## src/rtl/core/block_hash_queue_table_top_assert.svh

```systemverilog
// Assertion macros shared by the hash queue table RTL.
// Depends on nothing; included by the files that carry assertions.
`ifndef BLOCK_HASH_QUEUE_TABLE_TOP_ASSERT_SVH
`define BLOCK_HASH_QUEUE_TABLE_TOP_ASSERT_SVH

// A condition that must hold at every clock edge outside reset.
`define BQT_ASSERT_ALWAYS(label, clk, rst, cond, msg) \
  label: assert property (@(posedge clk) disable iff (rst) (cond)) else $error(msg);

// A condition that implies another one in the same cycle.
`define BQT_ASSERT_IMPLY(label, clk, rst, ante, cons, msg) \
  label: assert property (@(posedge clk) disable iff (rst) (ante) |-> (cons)) \
    else $error(msg);

`endif

```

## src/rtl/core/bqt_pkg.sv

```systemverilog
// Shared types and codes of the hash queue table.
// Depends on nothing; used by bqt_cell and the top level of the block.
package bqt_pkg;

  localparam logic [1:0] ACT_SEARCH = 2'd0;
  localparam logic [1:0] ACT_INSERT = 2'd1;
  localparam logic [1:0] ACT_DELETE = 2'd2;

  localparam logic [1:0] ST_OK      = 2'd0;
  localparam logic [1:0] ST_FULL    = 2'd1;
  localparam logic [1:0] ST_MISSING = 2'd2;

  // Width of the block number field on the request channel.
  localparam int BlockNumW = 16;

  typedef struct packed {
    logic [1:0]  action;
    logic [15:0] block_number;
  } req_t;

  typedef struct packed {
    logic       found;
    logic [2:0] position;
    logic [1:0] status;
  } rsp_t;

  // Flags of the token that walks the cell chain.
  typedef struct packed {
    logic valid;
    logic shift;
  } tok_flags_t;

  // What a cell reports to the controller when the token ends or hits there.
  typedef struct packed {
    logic hit;
    logic miss;
    logic del_done;
  } cell_stat_t;

endpackage

```

## src/rtl/core/bqt_ram.sv

```systemverilog
// Generic single-write, single-read RAM with a registered read port.
// Depends on nothing.
module bqt_ram #(
  parameter int WIDTH = 16,
  parameter int DEPTH = 4,
  localparam int AW = (DEPTH > 1) ? $clog2(DEPTH) : 1
) (
  input  logic             clk,
  input  logic             we,
  input  logic [AW-1:0]    waddr,
  input  logic [WIDTH-1:0] wdata,
  input  logic [AW-1:0]    raddr,
  output logic [WIDTH-1:0] rdata
);

  logic [WIDTH-1:0] mem [DEPTH];

  always_ff @(posedge clk) begin
    if (we) begin
      mem[waddr] <= wdata;
    end
    rdata <= mem[raddr];
  end

endmodule

```

## src/rtl/core/bqt_hash.sv

```systemverilog
// Bucket index unit: key modulo the bucket count, by a reciprocal
// multiply for the quotient, then a multiply back and a subtract.
// Depends on nothing.
module bqt_hash #(
  parameter int NUM_BUCKETS = 4,
  parameter int KEY_W = 16,
  localparam int RW = $clog2(NUM_BUCKETS)
) (
  input  logic             clk,
  input  logic             rst,
  input  logic             start,
  input  logic [KEY_W-1:0] key,
  output logic             last,
  output logic [RW-1:0]    bucket
);

  // With the shift at KEY_W plus ceil(log2 NUM_BUCKETS) and the reciprocal
  // rounded up, the shifted product is the exact quotient for every key.
  localparam int     SH    = KEY_W + RW;
  localparam longint RECIP = ((longint'(1) << SH) + longint'(NUM_BUCKETS) - longint'(1))
                             / longint'(NUM_BUCKETS);
  localparam int     PW    = 2 * KEY_W + 1;

  logic [KEY_W-1:0] kreg;
  logic [KEY_W-1:0] quot;
  logic [PW-1:0]    prod;
  logic [KEY_W-1:0] back;
  logic [1:0]       cnt;
  logic [RW-1:0]    rem;

  assign prod = PW'(kreg) * PW'(RECIP);
  assign back = quot * KEY_W'(NUM_BUCKETS);

  always_ff @(posedge clk) begin
    if (rst) begin
      cnt <= '0;
    end else if (start) begin
      cnt <= 2'd2;
    end else if (cnt != '0) begin
      cnt <= cnt - 2'd1;
    end
  end

  always_ff @(posedge clk) begin
    if (start) begin
      kreg <= key;
    end
    if (cnt == 2'd2) begin
      quot <= KEY_W'(prod >> SH);
    end
    if (cnt == 2'd1) begin
      rem <= RW'(kreg - back);
    end
  end

  assign last   = (cnt == 2'd1);
  assign bucket = rem;

endmodule

```

## src/rtl/core/bqt_cell.sv

```systemverilog
// One slot position of every bucket, plus the token stage of the chain.
// Depends on bqt_pkg and bqt_ram.
module bqt_cell #(
  parameter int KEY_W = 16,
  parameter int NUM_BUCKETS = 4,
  parameter int CNT_W = 4,
  parameter int POS_W = 3,
  localparam int RW = $clog2(NUM_BUCKETS)
) (
  input  logic                clk,
  input  logic                rst,
  input  logic [RW-1:0]       addr,
  input  logic [KEY_W-1:0]    key,
  input  logic                del_op,
  input  logic                load,
  input  bqt_pkg::tok_flags_t tok_in,
  input  logic [CNT_W-1:0]    left_in,
  input  logic [POS_W-1:0]    pos_in,
  output bqt_pkg::tok_flags_t tok_out,
  output logic [CNT_W-1:0]    left_out,
  output logic [POS_W-1:0]    pos_out,
  input  logic [KEY_W-1:0]    rd_next,
  output logic [KEY_W-1:0]    rd,
  output bqt_pkg::cell_stat_t stat,
  output logic [POS_W-1:0]    hit_pos
);

  bqt_pkg::tok_flags_t tok;
  logic [CNT_W-1:0]    left;
  logic [POS_W-1:0]    pos;
  logic                live;
  logic                more;
  logic                match;
  logic                moving;
  logic                we;
  logic [KEY_W-1:0]    wdata;

  always_ff @(posedge clk) begin
    if (rst) begin
      tok <= '0;
    end else begin
      tok <= tok_in;
    end
  end

  always_ff @(posedge clk) begin
    left <= left_in;
    pos  <= pos_in;
  end

  // The token's left field counts the live entries from this slot upward.
  assign live   = (left != '0);
  assign more   = (left > CNT_W'(1));
  assign match  = tok.valid && !tok.shift && live && (rd == key);
  assign moving = tok.valid && (tok.shift || (match && del_op));

  assign stat.hit      = match;
  assign stat.miss     = tok.valid && !tok.shift && (!live || (!match && !more));
  assign stat.del_done = moving && !more;

  assign tok_out.valid = more && ((tok.valid && !tok.shift && !match) || moving);
  assign tok_out.shift = moving;
  assign left_out      = left - CNT_W'(1);
  assign pos_out       = pos + POS_W'(1);
  assign hit_pos       = pos;

  // A delete closes the gap by taking the upper neighbor's entry.
  assign we    = load || (moving && more);
  assign wdata = load ? key : rd_next;

  bqt_ram #(
    .WIDTH(KEY_W),
    .DEPTH(NUM_BUCKETS)
  ) u_ram (
    .clk   (clk),
    .we    (we),
    .waddr (addr),
    .wdata (wdata),
    .raddr (addr),
    .rdata (rd)
  );

endmodule

```

## src/rtl/core/block_hash_queue_table_top.sv

```systemverilog
// Top level of the hash queue table: controller, bucket counts and cell chain.
// Depends on bqt_pkg, bqt_ram, bqt_hash, bqt_cell and the assertion header.
//
//   Channel | Beat carries              | Handshake
//   --------+---------------------------+----------------------------
//   req     | action, block_number      | req_valid / req_stall (out)
//   rsp     | found, position, status   | rsp_valid / rsp_stall (in)
//
// One request is in flight at a time. Each request passes S_HASH, S_READ
// and S_LAUNCH, and for a search or delete then S_SCAN, before S_DONE loads
// the response register; an insert, a no-op or a full bucket skips S_SCAN.
// The hash unit does a reciprocal multiply, then a multiply back and a
// subtract. In S_SCAN the token moves one cell a cycle, over at least one cell
// and at most the bucket's entry count, or one cell if the bucket is empty.
// After reset the bucket counts are cleared in S_CLEAR, during which req_stall
// stays high. A stalled response waits in its register while the next request
// is already taken and worked on.
`include "block_hash_queue_table_top_assert.svh"

module block_hash_queue_table_top #(
  parameter int NUM_BUCKETS = 4,
  parameter int ENTRIES_PER_BUCKET = 8,
  parameter int BLOCK_BITS = 16
) (
  input  logic          clk,
  input  logic          rst,
  input  logic          req_valid,
  output logic          req_stall,
  input  bqt_pkg::req_t req,
  output logic          rsp_valid,
  input  logic          rsp_stall,
  output bqt_pkg::rsp_t rsp
);

  // Only the low BLOCK_BITS of the block number take part, and the request
  // field holds no more than its own width.
  localparam int KEY_W = (BLOCK_BITS < bqt_pkg::BlockNumW) ? BLOCK_BITS : bqt_pkg::BlockNumW;
  localparam int RW    = $clog2(NUM_BUCKETS);
  localparam int CNT_W = $clog2(ENTRIES_PER_BUCKET + 1);
  localparam int POS_W = $clog2(ENTRIES_PER_BUCKET);
  localparam int E     = ENTRIES_PER_BUCKET;

  localparam logic [2:0] S_CLEAR  = 3'd0;
  localparam logic [2:0] S_IDLE   = 3'd1;
  localparam logic [2:0] S_HASH   = 3'd2;
  localparam logic [2:0] S_READ   = 3'd3;
  localparam logic [2:0] S_LAUNCH = 3'd4;
  localparam logic [2:0] S_SCAN   = 3'd5;
  localparam logic [2:0] S_DONE   = 3'd6;

  logic [2:0]       state;
  logic [2:0]       state_next;
  logic [1:0]       act;
  logic [KEY_W-1:0] key;
  logic [RW-1:0]    clr_addr;
  logic             res_found;
  logic [POS_W-1:0] res_pos;
  logic [1:0]       res_status;

  logic             accept;
  logic             rsp_free;
  logic             hash_last;
  logic [RW-1:0]    bucket;
  logic [CNT_W-1:0] cnt_rd;
  logic             cnt_we;
  logic [RW-1:0]    cnt_waddr;
  logic [CNT_W-1:0] cnt_wdata;
  logic             full;
  logic             ins_go;
  logic             launch;
  logic             del_op;

  bqt_pkg::tok_flags_t tok0;
  bqt_pkg::tok_flags_t fl_c   [E];
  logic [CNT_W-1:0]    left_c [E];
  logic [POS_W-1:0]    pos_c  [E];
  logic [KEY_W-1:0]    rd_c   [E];
  bqt_pkg::cell_stat_t stat_c [E];
  logic [POS_W-1:0]    hpos_c [E];
  logic [E-1:0]        load;
  logic [E-1:0]        cell_act;
  logic                any_hit;
  logic                any_miss;
  logic                any_del;
  logic [POS_W-1:0]    hpos;

  assign accept    = req_valid && !req_stall;
  assign req_stall = (state != S_IDLE);
  assign rsp_free  = !rsp_valid || !rsp_stall;

  // The bucket index is worked out right after the request beat.
  bqt_hash #(
    .NUM_BUCKETS(NUM_BUCKETS),
    .KEY_W(KEY_W)
  ) u_hash (
    .clk    (clk),
    .rst    (rst),
    .start  (accept),
    .key    (req.block_number[KEY_W-1:0]),
    .last   (hash_last),
    .bucket (bucket)
  );

  // Entry count of each bucket. It is read during S_READ so that it is
  // valid from S_LAUNCH on, and written back only by an insert that fits or a delete that ends.
  assign full      = (cnt_rd >= CNT_W'(E));
  assign ins_go    = (state == S_LAUNCH) && (act == bqt_pkg::ACT_INSERT) && !full;
  assign launch    = (state == S_LAUNCH) &&
                     ((act == bqt_pkg::ACT_SEARCH) || (act == bqt_pkg::ACT_DELETE));
  assign del_op    = (act == bqt_pkg::ACT_DELETE);
  assign cnt_we    = (state == S_CLEAR) || ins_go || ((state == S_SCAN) && any_del);
  assign cnt_waddr = (state == S_CLEAR) ? clr_addr : bucket;
  assign cnt_wdata = (state == S_CLEAR) ? '0 :
                     ins_go             ? cnt_rd + CNT_W'(1) : cnt_rd - CNT_W'(1);

  bqt_ram #(
    .WIDTH(CNT_W),
    .DEPTH(NUM_BUCKETS)
  ) u_cnt_ram (
    .clk   (clk),
    .we    (cnt_we),
    .waddr (cnt_waddr),
    .wdata (cnt_wdata),
    .raddr (bucket),
    .rdata (cnt_rd)
  );

  // The token enters the first cell carrying the bucket's live entry count.
  assign tok0.valid = launch;
  assign tok0.shift = 1'b0;

  for (genvar k = 0; k < E; k++) begin : g_cell
    bqt_pkg::tok_flags_t fl_in;
    logic [CNT_W-1:0]    left_in;
    logic [POS_W-1:0]    pos_in;
    logic [KEY_W-1:0]    nxt;

    if (k == 0) begin : g_head
      assign fl_in   = tok0;
      assign left_in = cnt_rd;
      assign pos_in  = '0;
    end else begin : g_link
      assign fl_in   = fl_c[k-1];
      assign left_in = left_c[k-1];
      assign pos_in  = pos_c[k-1];
    end

    if (k == E - 1) begin : g_tail
      assign nxt = rd_c[k];
    end else begin : g_mid
      assign nxt = rd_c[k+1];
    end

    // An insert writes the slot just above the bucket's current tail.
    assign load[k] = ins_go && (cnt_rd == CNT_W'(k));

    bqt_cell #(
      .KEY_W(KEY_W),
      .NUM_BUCKETS(NUM_BUCKETS),
      .CNT_W(CNT_W),
      .POS_W(POS_W)
    ) u_cell (
      .clk      (clk),
      .rst      (rst),
      .addr     (bucket),
      .key      (key),
      .del_op   (del_op),
      .load     (load[k]),
      .tok_in   (fl_in),
      .left_in  (left_in),
      .pos_in   (pos_in),
      .tok_out  (fl_c[k]),
      .left_out (left_c[k]),
      .pos_out  (pos_c[k]),
      .rd_next  (nxt),
      .rd       (rd_c[k]),
      .stat     (stat_c[k]),
      .hit_pos  (hpos_c[k])
    );
  end

  // Only the cell holding the token reports, so the reports are simply ORed.
  always_comb begin
    any_hit  = 1'b0;
    any_miss = 1'b0;
    any_del  = 1'b0;
    hpos     = '0;
    for (int k = 0; k < E; k++) begin
      any_hit     = any_hit | stat_c[k].hit;
      any_miss    = any_miss | stat_c[k].miss;
      any_del     = any_del | stat_c[k].del_done;
      cell_act[k] = stat_c[k].hit | stat_c[k].miss | stat_c[k].del_done;
      if (stat_c[k].hit) begin
        hpos = hpos | hpos_c[k];
      end
    end
  end

  always_comb begin
    state_next = state;
    unique case (state)
      S_CLEAR: begin
        if (clr_addr == RW'(NUM_BUCKETS - 1)) begin
          state_next = S_IDLE;
        end
      end
      S_IDLE: begin
        if (accept) begin
          state_next = S_HASH;
        end
      end
      S_HASH: begin
        if (hash_last) begin
          state_next = S_READ;
        end
      end
      S_READ: begin
        state_next = S_LAUNCH;
      end
      S_LAUNCH: begin
        state_next = launch ? S_SCAN : S_DONE;
      end
      S_SCAN: begin
        // A search ends on its first report; a delete runs on until the
        // entries above the hit have moved down, or until it misses.
        if (any_miss || (!del_op && any_hit) || (del_op && any_del)) begin
          state_next = S_DONE;
        end
      end
      S_DONE: begin
        if (rsp_free) begin
          state_next = S_IDLE;
        end
      end
      default: begin
        state_next = S_IDLE;
      end
    endcase
  end

  always_ff @(posedge clk) begin
    if (rst) begin
      state    <= S_CLEAR;
      clr_addr <= '0;
    end else begin
      state <= state_next;
      if (state == S_CLEAR) begin
        clr_addr <= clr_addr + RW'(1);
      end
    end
  end

  always_ff @(posedge clk) begin
    if (accept) begin
      act <= req.action;
      key <= req.block_number[KEY_W-1:0];
    end
    if (state == S_LAUNCH) begin
      res_found  <= 1'b0;
      res_pos    <= ins_go ? cnt_rd[POS_W-1:0] : '0;
      res_status <= ((act == bqt_pkg::ACT_INSERT) && full) ? bqt_pkg::ST_FULL : bqt_pkg::ST_OK;
    end else if (state == S_SCAN) begin
      if (any_hit) begin
        res_found <= 1'b1;
        res_pos   <= hpos;
      end
      if (any_miss) begin
        res_status <= bqt_pkg::ST_MISSING;
      end
    end
  end

  // The response register lets the next request start while this beat waits.
  always_ff @(posedge clk) begin
    if (rst) begin
      rsp_valid <= 1'b0;
    end else if ((state == S_DONE) && rsp_free) begin
      rsp_valid <= 1'b1;
    end else if (!rsp_stall) begin
      rsp_valid <= 1'b0;
    end
  end

  always_ff @(posedge clk) begin
    if ((state == S_DONE) && rsp_free) begin
      rsp.found    <= res_found;
      rsp.position <= 3'(res_pos);
      rsp.status   <= res_status;
    end
  end

  `BQT_ASSERT_ALWAYS(a_single_token, clk, rst, $onehot0(cell_act), "two cells reported at once")
  `BQT_ASSERT_IMPLY(a_no_load_full, clk, rst, (state == S_LAUNCH) && full, load == '0, "insert into a full bucket")
  `BQT_ASSERT_IMPLY(a_del_after_hit, clk, rst, any_del, any_hit || res_found, "shift ended without a hit")

endmodule

```

## config.mk

```make
export PLATFORM = sky130hd
export DESIGN_NAME = block_hash_queue_table_top
export DESIGN_NICKNAME = d
export VERILOG_FILES = /design/src/rtl/core/bqt_pkg.sv /design/src/rtl/core/bqt_ram.sv /design/src/rtl/core/bqt_hash.sv /design/src/rtl/core/bqt_cell.sv /design/src/rtl/core/block_hash_queue_table_top.sv
export VERILOG_INCLUDE_DIRS = /design/src /design/src/rtl/core
export SDC_FILE = /design/constraint.sdc
export NUM_CORES = 1
export LEC_CHECK = 0
export BUFFER_PORTS_ARGS = -buffer_cell sky130_fd_sc_hd__buf_4
export CORE_ASPECT_RATIO = 0.6
export CORE_MARGIN = 10
export CORE_UTILIZATION = 44
export CTS_CLUSTER_DIAMETER = 30
export DETAILED_ROUTE_END_ITERATION = 10
export PLACE_DENSITY = 0.64
export SYNTH_ARGS = -nofsm -noshare
export SYNTH_HDL_FRONTEND = slang
export SYNTH_SLANG_ARGS = --single-unit
```

## constraint.sdc

```tcl
create_clock -name clk -period 2.9 [get_ports clk]
set_input_delay 0.58 -clock clk [delete_from_list [all_inputs] [get_ports clk]]
set_output_delay 0.58 -clock clk [all_outputs]
set_load 0.03 [all_outputs]
```

==> reports/results.tsv, run 1 <==
stage	metric	value	unit
yosys	post-synth net total	1681	
timing	Slew @ Worst Pin	1.36	ns
yosys	sequential fraction of the synthesis area	0.713	
yosys	Avg Cell Area, Syn	17.6	µm²
worst_setup_path	Critical Path Source	u_hash.kreg[15]	
timing	Max Slew Vio Count	0	
die	Die Area	76500	µm²
worst_setup_path	slowest cell delay on critical path	0.58	ns
global_routing	initial antenna violation count	0	
timing	final setup margin	-0.0853	ns
worst_setup_path	Setup CP Type	flop to flop	
die	# IOs	30	
yosys	Post-synth EDFFs	559	
worst_setup_path	FF-to-FF setup slack	-0.09	ns
global_routing	largest net degree at the start of global routing	85	
layout	fin area	35900	µm²
worst_setup_path	R2R depth	8	
worst_setup_path	crit-path cells	xor2_2 -> or4_1 -> or4_4 -> o2111ai_4 -> a21o_1 -> a21oi_4 -> o22ai_1 -> buf_4	
yosys	Yosys cell types	62	
clock_network	H-tree level count	3	
timing	min Tclk post-route	2.99	ns
worst_setup_path	slowest CP cell	or4_4	
placed_design	IO buf count	29	
worst_setup_path	crit-path max FO	4	
yosys	ys flop type	edfxtp_1	
placed_design	placed cell area	31600	µm²
yosys	Syn. warnings	0	
clock_network	Skew-Pair Late Insertion Delay	0.63	ns
clock_network	CTS sink cnt	747	
timing	Fmax achieved	335	MHz
clock_network	CTS buffer count	94	
route	total number of vias	15800	
clock_network	clock slew at reported path FFs	0.06	ns
timing	final hold vios	0	
route	vias per cell	5.59	
status	run status	finished, violations left	
timing	Final Setup Violations	70	
route	WL/cell	25.7	µm
route	DRC violations left	0	
timing	Max transition margin	0.0920	
yosys	commonest cells in the netlist	edfxtp_1, dfxtp_1, mux4_2	
global_routing	gr busiest metal	met1	
status	failing checks	negative setup slack	
yosys	Cells after Synth	1635	
yosys	most frequent cell after synthesis	edfxtp_1	
worst_setup_path	worst setup path endpoint	u_cnt_ram.mem[2][0]	
placed_design	placed instance count	2611	
worst_setup_path	worst r2r src	u_hash.kreg[15]	
worst_setup_path	Crit. End Element	flop	
global_routing	GR Util All Layers	0.186	
job	Max Cap Viol	0	
die	Starting Density	0.446	
yosys	Synth top area share	0.582	
placed_design	Final HPWL DP	48.4	mm
die	core area	64700	µm²
timing	RSZ-0062 raised after global routing	yes	
global_routing	met3 Usage GRT	0.0463	
placed_design	GPL Wtd Cong	0.873	
layout	fraction of layout cells with a size suffix above 1	0.383	
route	final wirelength	72.4	mm
yosys	Synth Register Bits	747	
pwr	Leak	0.0124	µW
layout	Total Nets Final	1935	
worst_setup_path	crit path DAT	3.33	ns
die	DIE WIDTH	350	µm
yosys	Area contributors post-synth	edfxtp_1, dfxtp_1, mux4_2, mux2_2, xor2_1	
layout	P&R area growth vs syn	24.4	%
route	post-route ant nets	0	
clock_network	Clock Path Buffers	3	
layout	n_diodes	0	
global_routing	M2 GR Usage	0.241	
route	drt first pass iters	5	
worst_hold_path	min-delay worst type	input pin to flop	
pwr	Max IR drop VDD	497	µV
layout	post-route insts no fill	2822	
global_routing	first-pass GRT wire length	105	mm
pwr	cell area power density	713	nW/µm²
worst_setup_path	crit path launch type	flop	
yosys	Synth area leader	edfxtp_1	
die	Die Y	218	µm
yosys	Mapped Area	28800	µm²
global_routing	vias in the first global route	15600	
clock_network	CTS tree	yes	
timing	Fin Clk Skew	0.0214	ns
clock_network	root buffer cell	clkbuf_16	
global_routing	Global Route met1 Usage	0.305	
worst_setup_path	RR Endpoint	u_cnt_ram.mem[2][0]	
die	# rows	72	
timing	fin crit share	1.03	
yosys	asr flop ratio synth	0	
route	1st-iter DRT viols	1735	
worst_setup_path	Crit path required time	3.24	ns
global_routing	grt ovf	0	
[cells in the final DEF (no fill, tap or decap), types with 15 or more instances in the layout]
master and count:
buf_12 42, buf_4 159, buf_6 30, clkbuf_16 100, dfxtp_1 186, edfxtp_1 559, ha_1 23, inv_1 31
inv_6 17, mux2_2 112, mux4_2 133, nand2_1 78, nand3_1 20, nor2_1 31, nor2_2 21, nor2_4 15
nor3_1 18, nor4_1 16, xnor2_1 34, xor2_1 98
[stage by stage]
| stage | setup WS [ns] | setup TNS [ns] | hold slack, ns | utilization | power [µW] |
|---|---|---|---|---|---|
| after floorplan | -0.246 | -42.61 | 0.387 | - | 13100 |
| after global placement | -0.260 | -31.95 | 0.404 | 0.489 | 13800 |
| after detailed placement | -0.297 | -35.85 | 0.404 | 0.489 | 13900 |
| after CTS | -0.0530 | -0.547 | 0.0905 | 0.545 | 25600 |
| after global routing | -0.131 | -12.94 | 0.0919 | 0.554 | 26400 |
| final | -0.0853 | -1.97 | 0.121 | 0.554 | 25600 |
[sequential cells by signal (all words and copies together), names as in the netlist, 4 cells and up]
signal,flops
g_cell.u_cell.u_ram.rdata,128
rsp,6
g_cell.u_cell.tok,15
u_cnt_ram.rdata,4
g_cell.u_cell.left,32
u_cnt_ram.mem,16
u_hash.kreg,16
g_cell.u_cell.u_ram.mem,512
[repair_timing]
item | 4_1_cts | 5_1_grt
endpoints found under the setup margin | 299 | 487
buffers inserted | 14 | 14
pin swaps | 19 | 42
cloned | 2 | 6
resized for setup | 57 | 85
hold buffers | 0 | 0
[how the worst min path moves through the flow]
| stage | cells past startpoint | from | to |
|---|---|---|---|
| final | 1 | req[9] | u_hash.kreg[9] |
| after global routing | 1 | req[8] | u_hash.kreg[8] |
| after CTS | 1 | req[14] | u_hash.kreg[14] |
| after detailed placement | 1 | g_cell[4].u_cell.left[0] | g_cell[5].u_cell.left[0] |
| after global placement | 1 | g_cell[4].u_cell.left[0] | g_cell[5].u_cell.left[0] |
| after floorplan | 0 | u_cnt_ram.rdata[3] | g_cell[0].u_cell.left[3] |
[worst max-delay path, delay by kind of cell (launching register included)]
| family | cells | cell delay [ns] |
|---|---|---|
| compound gates | 4 | 0.71 |
| xor+xnor | 1 | 0.24 |
| flops | 1 | 0.51 |
| simple gates | 2 | 1.06 |
| buf+inv | 1 | 0.16 |
[metal layers]
| metal | routed length (µm) | vias to the layer above |
|---|---|---|
| li1 | - | 6863 |
| met3 | 7200 | 98 |
| met1 | 35000 | 8130 |
| met4 | 1030 | 0 |
| met5 | 0 | - |
| met2 | 29200 | 697 |
[kinds of logic after synthesis]
family,Yosys count,synth area share
AO/OA/AOI/OAI,76,0.0179
XOR/XNOR,145,0.0441
adder cells (fa/ha/maj),24,0.0104
buffers and inverters,113,0.0164
flip-flops,747,0.713
multiplexers,247,0.148
AND/OR/NAND/NOR,283,0.0498
[power breakdown]
part | switching, µW | internal, µW
Sequential | 326 | 11800
Clock | 4980 | 6770
Combinational | 944 | 749
Total | 6250 | 19300
[cell type report]
cell class                 instances  area (µm²)
clock buffer                      98        2380
clock inverter                    80         858
fill                            4909       28800
inverter                          32         120
multi-input combinational        775        8320
sequential                       747       20600
tap                              851        1060
timing repair buffer             239        2560
No activity file was read; power rests on OpenSTA's default activity.
==> run 2, diff against run 1 <==
--- a/config.mk
+++ b/config.mk
@@ -15,4 +15,5 @@
 export PLACE_DENSITY = 0.64
 export SYNTH_ARGS = -nofsm -noshare
 export SYNTH_HDL_FRONTEND = slang
+export SYNTH_HIERARCHICAL = 1
 export SYNTH_SLANG_ARGS = --single-unit
==> reports/results.tsv, run 2 <==
stage	metric	value	unit
status	run status	finished, violations left	
status	failing checks	negative setup slack	
clock_network	CTS buffer count	101	
clock_network	Skew-Pair Late Insertion Delay	0.67	ns
worst_setup_path	R2R depth	13	
timing	Slew @ Worst Pin	0.771	ns
clock_network	Clock Path Buffers	3	
route	post-route ant nets	0	
pwr	Max IR drop VDD	607	µV
pwr	Leak	0.0138	µW
die	DIE WIDTH	361	µm
worst_setup_path	Setup CP Type	flop to flop	
layout	post-route insts no fill	3048	
worst_setup_path	crit path launch type	flop	
worst_setup_path	Crit. End Element	flop	
global_routing	largest net degree at the start of global routing	85	
clock_network	clock slew at reported path FFs	0.06	ns
yosys	Cells after Synth	1687	
global_routing	vias in the first global route	16700	
global_routing	grt ovf	0	
timing	Fin Clk Skew	0.0342	ns
placed_design	IO buf count	29	
route	vias per cell	5.56	
yosys	Syn. warnings	6	
layout	P&R area growth vs syn	25.4	%
route	WL/cell	25.6	µm
worst_hold_path	min-delay worst type	input pin to flop	
timing	Fmax achieved	330	MHz
route	DRC violations left	0	
timing	Max Slew Vio Count	0	
worst_hold_path	Worst Hold Depth	1	
timing	min Tclk post-route	3.03	ns
die	# IOs	30	
die	core area	68500	µm²
layout	fraction of layout cells with a size suffix above 1	0.390	
global_routing	initial antenna violation count	7	
timing	Max transition margin	0.485	
pwr	Pwr Total	27600	µW
layout	fill cell count	5238	
clock_network	root buffer cell	clkbuf_16	
placed_design	GPL Wtd Cong	0.904	
worst_setup_path	crit-path max FO	6	
layout	Total Nets Final	2105	
worst_setup_path	crit path DAT	3.60	ns
yosys	Avg Cell Area, Syn	18.2	µm²
yosys	Mapped Area	30700	µm²
layout	most frequent cells in the layout	edfxtp_1, buf_4, dfxtp_1	
global_routing	first-pass GRT wire length	113	mm
timing	final hold vios	0	
die	Starting Density	0.448	
clock_network	H-tree level count	3	
clock_network	CTS sink cnt	774	
layout	biggest registers after layout	g_cell.u_cell/u_ram/mem x512, g_cell.u_cell/u_ram/rdata x128, g_cell.u_cell/left x32	
die	Die Area	81000	µm²
job	Max Cap Viol	0	
worst_setup_path	Crit path required time	3.46	ns
clock_network	CTS tree	yes	
placed_design	Final HPWL DP	53.5	mm
timing	setup_tns	-0.793	ns
route	final wirelength	78.0	mm
die	Die Y	225	µm
layout	number of flip-flops in the largest register	512	
layout	Largest Register	g_cell.u_cell/u_ram/mem	
placed_design	placed instance count	2844	
route	total number of vias	16900	
die	# rows	74	
route	1st-iter DRT viols	1781	
timing	final setup margin	-0.134	ns
timing	RSZ-0062 raised after global routing	yes	
placed_design	pre-CTS worst setup slack	-0.368	ns
layout	commonest non-fill, non-tap cell in the layout	edfxtp_1	
global_routing	GR Util All Layers	0.189	
timing	fin crit share	1.05	
route	drt first pass iters	5	
timing	Final Setup Violations	18	
pwr	cell area power density	718	nW/µm²
-- run 2: changes by cell type in the layout (fill, tap and decap cells not counted), moves of 25 or more --
cell and delta:
mux4_1 +52, buf_6 -25, dfxtp_1 +26, nor4_1 +39
nand2_1 -66, mux4_2 -53, buf_4 +115
-- run 2: critical path, cell delays in order, from the launching register on --
cell      delay [ns]
edfxtp_1        0.46
buf_12          0.19
buf_6           0.12
xor2_2          0.17
nor4_1          0.27
and3_1          0.23
buf_4           0.12
a21oi_2         0.04
o21a_1          0.23
nor4_4          0.38
buf_4           0.18
nand2_2         0.04
a211o_1         0.30
a31o_2          0.21
-- run 2: timing repair --
item,4_1_cts,5_1_grt
pin swaps,10,14
cloned,0,2
endpoints found under the setup margin,91,297
buffers inserted,3,7
resized for setup,38,59
hold buffers,0,0
-- run 2: final timing paths --
| kind | start | slack [ns] | to |
|---|---|---|---|
| max | key[5] | -0.13 | state[1] |
| min | req[17] | 0.11 | act[1] |
| max reg2reg | key[5] | -0.13 | state[1] |
| min reg2reg | g_cell[1].u_cell/hit_pos[0] | 0.41 | g_cell[2].u_cell/hit_pos[0] |
-- run 2: power breakdown --
group          switching [µW]  internal [µW]
Sequential                362          12200
Clock                    5100           7990
Combinational            1000            929
Total                    6460          21200
-- run 2: metrics by stage --
stage               hold slack [ns]   util  area, µm²
finish                        0.108  0.561      38400
floorplan                     0.329      -      30700
CTS                          0.0722  0.555      38000
detailed placement            0.389  0.498      34100
global route                 0.0777  0.561      38400
global placement              0.387  0.498      34100
-- run 2: cell type report --
class	instances	area, µm²	share of cell area
repair buffers	323	3000	0.0780
multi-input cells	813	9400	0.245
clock inverters	77	995	0.0259
clock buffers	114	2670	0.0694
flip-flops and latches	774	21100	0.549
inverters	34	128	0.00332
well taps	912	1140	0.0297
diodes	1	2.50	0.0000651
-- run 2: layer usage --
metal / GRT usage / vias up / wire (µm)
li1: - / 7401 / -
met1: 0.296 / 8699 / 37500
met3: 0.0692 / 99 / 8940
met4: 0.0492 / 0 / 1470
met5: 0 / - / 0
met2: 0.238 / 738 / 30000
==> run 3, diff against run 2 <==
--- a/config.mk
+++ b/config.mk
@@ -12,6 +12,7 @@
 export CORE_UTILIZATION = 44
 export CTS_CLUSTER_DIAMETER = 30
 export DETAILED_ROUTE_END_ITERATION = 10
+export GPL_TIMING_DRIVEN = 0
 export PLACE_DENSITY = 0.64
 export SYNTH_ARGS = -nofsm -noshare
 export SYNTH_HDL_FRONTEND = slang
==> reports/results.tsv, run 3 (synthesized netlist as in run 2, its figures left out) <==
stage	metric	value	unit
status	run status	finished, violations left	
status	failing checks	negative setup slack	
timing	Slew @ Worst Pin	1.21	ns
worst_hold_path	worst hold endpoint	key[14]	
die	Starting Density	0.448	
layout	Util after Layout	0.564	
placed_design	Final HPWL DP	49.6	mm
timing	Fin Hold WS	0.0858	ns
route	WL/cell	26.1	µm
worst_setup_path	crit path launch type	flop	
route	DRC violations left	0	
layout	most frequent cells in the layout	edfxtp_1, dfxtp_1, mux2_2	
timing	min Tclk post-route	3.16	ns
pwr	Sw Ratio	0.239	
layout	P&R area growth vs syn	26.1	%
layout	fraction of layout cells with a size suffix above 1	0.375	
worst_setup_path	slowest CP cell	nor4_4	
placed_design	placed instance count	2650	
placed_design	GPL Wtd Cong	0.851	
worst_setup_path	crit-path cells	clkbuf_16 -> buf_12 -> xor2_4 -> nor4_2 -> and3_4 -> a31oi_4 -> nor3b_4 -> nor4_4 -> a21oi_2 -> or3_4 -> and3b_2	
route	drt first pass iters	6	
pwr	Leak	0.0136	µW
route	post-route ant nets	0	
timing	final setup margin	-0.265	ns
placed_design	IO buf count	29	
die	core area	68500	µm²
route	final wirelength	77.4	mm
clock_network	Skew-Pair Late Insertion Delay	0.67	ns
layout	fill cell count	5117	
timing	final hold vios	0	
pwr	Max IR drop VDD	458	µV
timing	Max Slew Vio Count	0	
worst_hold_path	Worst Hold Depth	1	
timing	RSZ-0062 raised after global routing	yes	
layout	Total Nets Final	2013	
worst_setup_path	Crit path required time	3.30	ns
layout	register area	21100	µm²
clock_network	CTS sink cnt	774	
worst_hold_path	min-delay worst type	input pin to flop	
timing	Fmax achieved	316	MHz
layout	n_diodes	0	
die	Die Area	81000	µm²
worst_setup_path	delay-heaviest family, CP	simple AND/OR/NAND/NOR gates	
clock_network	CTS buffer count	108	
pwr	Pwr Total	27500	µW
timing	fin crit share	1.09	
die	Die Y	225	µm
pwr	share of total power in sequential cells	0.457	
global_routing	largest net degree at the start of global routing	26	
layout	biggest registers after layout	g_cell.u_cell/u_ram/mem x512, g_cell.u_cell/u_ram/rdata x128, g_cell.u_cell/left x32	
die	# rows	74	
pwr	Psw	6580	µW
worst_setup_path	crit path DAT	3.57	ns
pwr	Internal	21000	µW
worst_setup_path	worst r2r src	key[9]	
pwr	Comb pwr share	0.062	
route	total number of vias	16800	
global_routing	vias in the first global route	17000	
global_routing	grt ovf	0	
job	Max Cap Viol	0	
layout	Largest Register	g_cell.u_cell/u_ram/mem	
worst_setup_path	crit-path max FO	6	
clock_network	H-tree level count	3	
global_routing	GR Util All Layers	0.189	
pwr	cell area power density	712	nW/µm²
worst_setup_path	slowest cell delay on critical path	0.49	ns
clock_network	CTS tree	yes	
worst_setup_path	RR Endpoint	u_cnt_ram/mem[2][0]	
die	# IOs	30	
route	1st-iter DRT viols	1996	
worst_setup_path	Setup CP Type	flop to flop	
global_routing	first-pass GRT wire length	114	mm
worst_setup_path	worst path bufs/invs	2	
layout	footprint of the multi-input gates	9800	µm²
timing	Final Setup Violations	20	
die	DIE WIDTH	361	µm
worst_setup_path	Crit. End Element	flop	
layout	number of flip-flops in the largest register	512	
worst_setup_path	R2R depth	11	
worst_setup_path	FF-to-FF setup slack	-0.26	ns
clock_network	clock slew at reported path FFs	0.06	ns
pwr	Clock Power Share	0.481	
route	vias per cell	5.69	
timing	Fin Clk Skew	0.0219	ns
timing	setup_tns	-4.11	ns
clock_network	Clock Path Buffers	3	
layout	post-route insts no fill	2963	
global_routing	initial antenna violation count	4	
clock_network	root buffer cell	clkbuf_16	
timing	Max transition margin	0.194	
worst_hold_path	Hold Path Origin	req[14]	
layout	commonest non-fill, non-tap cell in the layout	edfxtp_1	
[run 3: cell types whose count changed in the layout (fill, tap and decap cells not counted), moves of 10 or more]
cell | previous run | this run
buf_2 | 0 | 16
and3_1 | 20 | 6
buf_4 | 274 | 101
xor2_2 | 26 | 16
clkbuf_16 | 104 | 114
buf_12 | 41 | 59
nor3b_4 | 3 | 16
and3b_4 | 0 | 16
and3_4 | 3 | 16
nor3b_2 | 21 | 9
and3b_1 | 16 | 0
buf_6 | 5 | 19
[run 3: worst max path at each step]
| stage | cells past startpoint | slack (ns) | end | startpoint |
|---|---|---|---|---|
| 3_5_place_dp | 8 | -1.41 | u_cnt_ram/mem[0][0] | key[10] |
| 3_3_place_gp | 4 | -2.39 | g_cell[0].u_cell/u_ram/mem[0][6] | act[0] |
| 2_1_floorplan | 9 | -0.51 | g_cell[1].u_cell/u_ram/mem[0][0] | state[0] |
| 6_report | 11 | -0.26 | u_cnt_ram/mem[2][0] | key[9] |
| 5_1_grt | 13 | -0.36 | u_cnt_ram/mem[0][3] | key[7] |
| 4_1_cts | 12 | -0.12 | u_cnt_ram/mem[0][3] | key[12] |
[run 3: timing repair]
action / 4_1_cts / 5_1_grt
gates resized for setup: 159 / 60
cloned: 4 / 3
pin swaps: 39 / 27
setup buffers: 96 / 12
endpoints found under the setup margin: 685 / 532
hold buffers: 0 / 0
[run 3: metrics by stage]
stage / instance area [µm²] / setup slack, ns
after floorplan: 30700 / -0.515
final: 38700 / -0.265
after detailed placement: 32500 / -1.41
after global routing: 38700 / -0.356
after CTS: 38200 / -0.125
after global placement: 32100 / -2.39
[run 3: layout make-up]
cell class,count,area share
Sequential cell,774,0.546
Multi-Input combinational cell,814,0.253
Clock buffer,123,0.0729
Timing Repair Buffer,161,0.0566
Tap cell,912,0.0295
Clock inverter,83,0.0229
Buffer,62,0.0155
Inverter,34,0.00330
[run 3: power by group through the flow]
| stage | sequential (µW) | clock (µW) | combinational (µW) |
|---|---|---|---|
| 4_1_cts | 12600 | 13400 | 1620 |
| 3_5_place_dp | 12900 | 0 | 1300 |
| 2_1_floorplan | 12700 | 0 | 908 |
| 5_1_grt | 12600 | 14000 | 1860 |
| 6_report | 12600 | 13200 | 1710 |
| 3_3_place_gp | 12900 | 0 | 1190 |
[run 3: layer usage]
| layer | GRT usage | share of wire | up-vias | routed length [µm] |
|---|---|---|---|---|
| li1 | - | - | 7230 | - |
| met1 | 0.298 | 0.48 | 8778 | 37500 |
| met2 | 0.248 | 0.39 | 732 | 30600 |
| met3 | 0.0555 | 0.10 | 107 | 7730 |
| met4 | 0.0468 | 0.022 | 0 | 1690 |
| met5 | 0 | 0 | - | 0 |
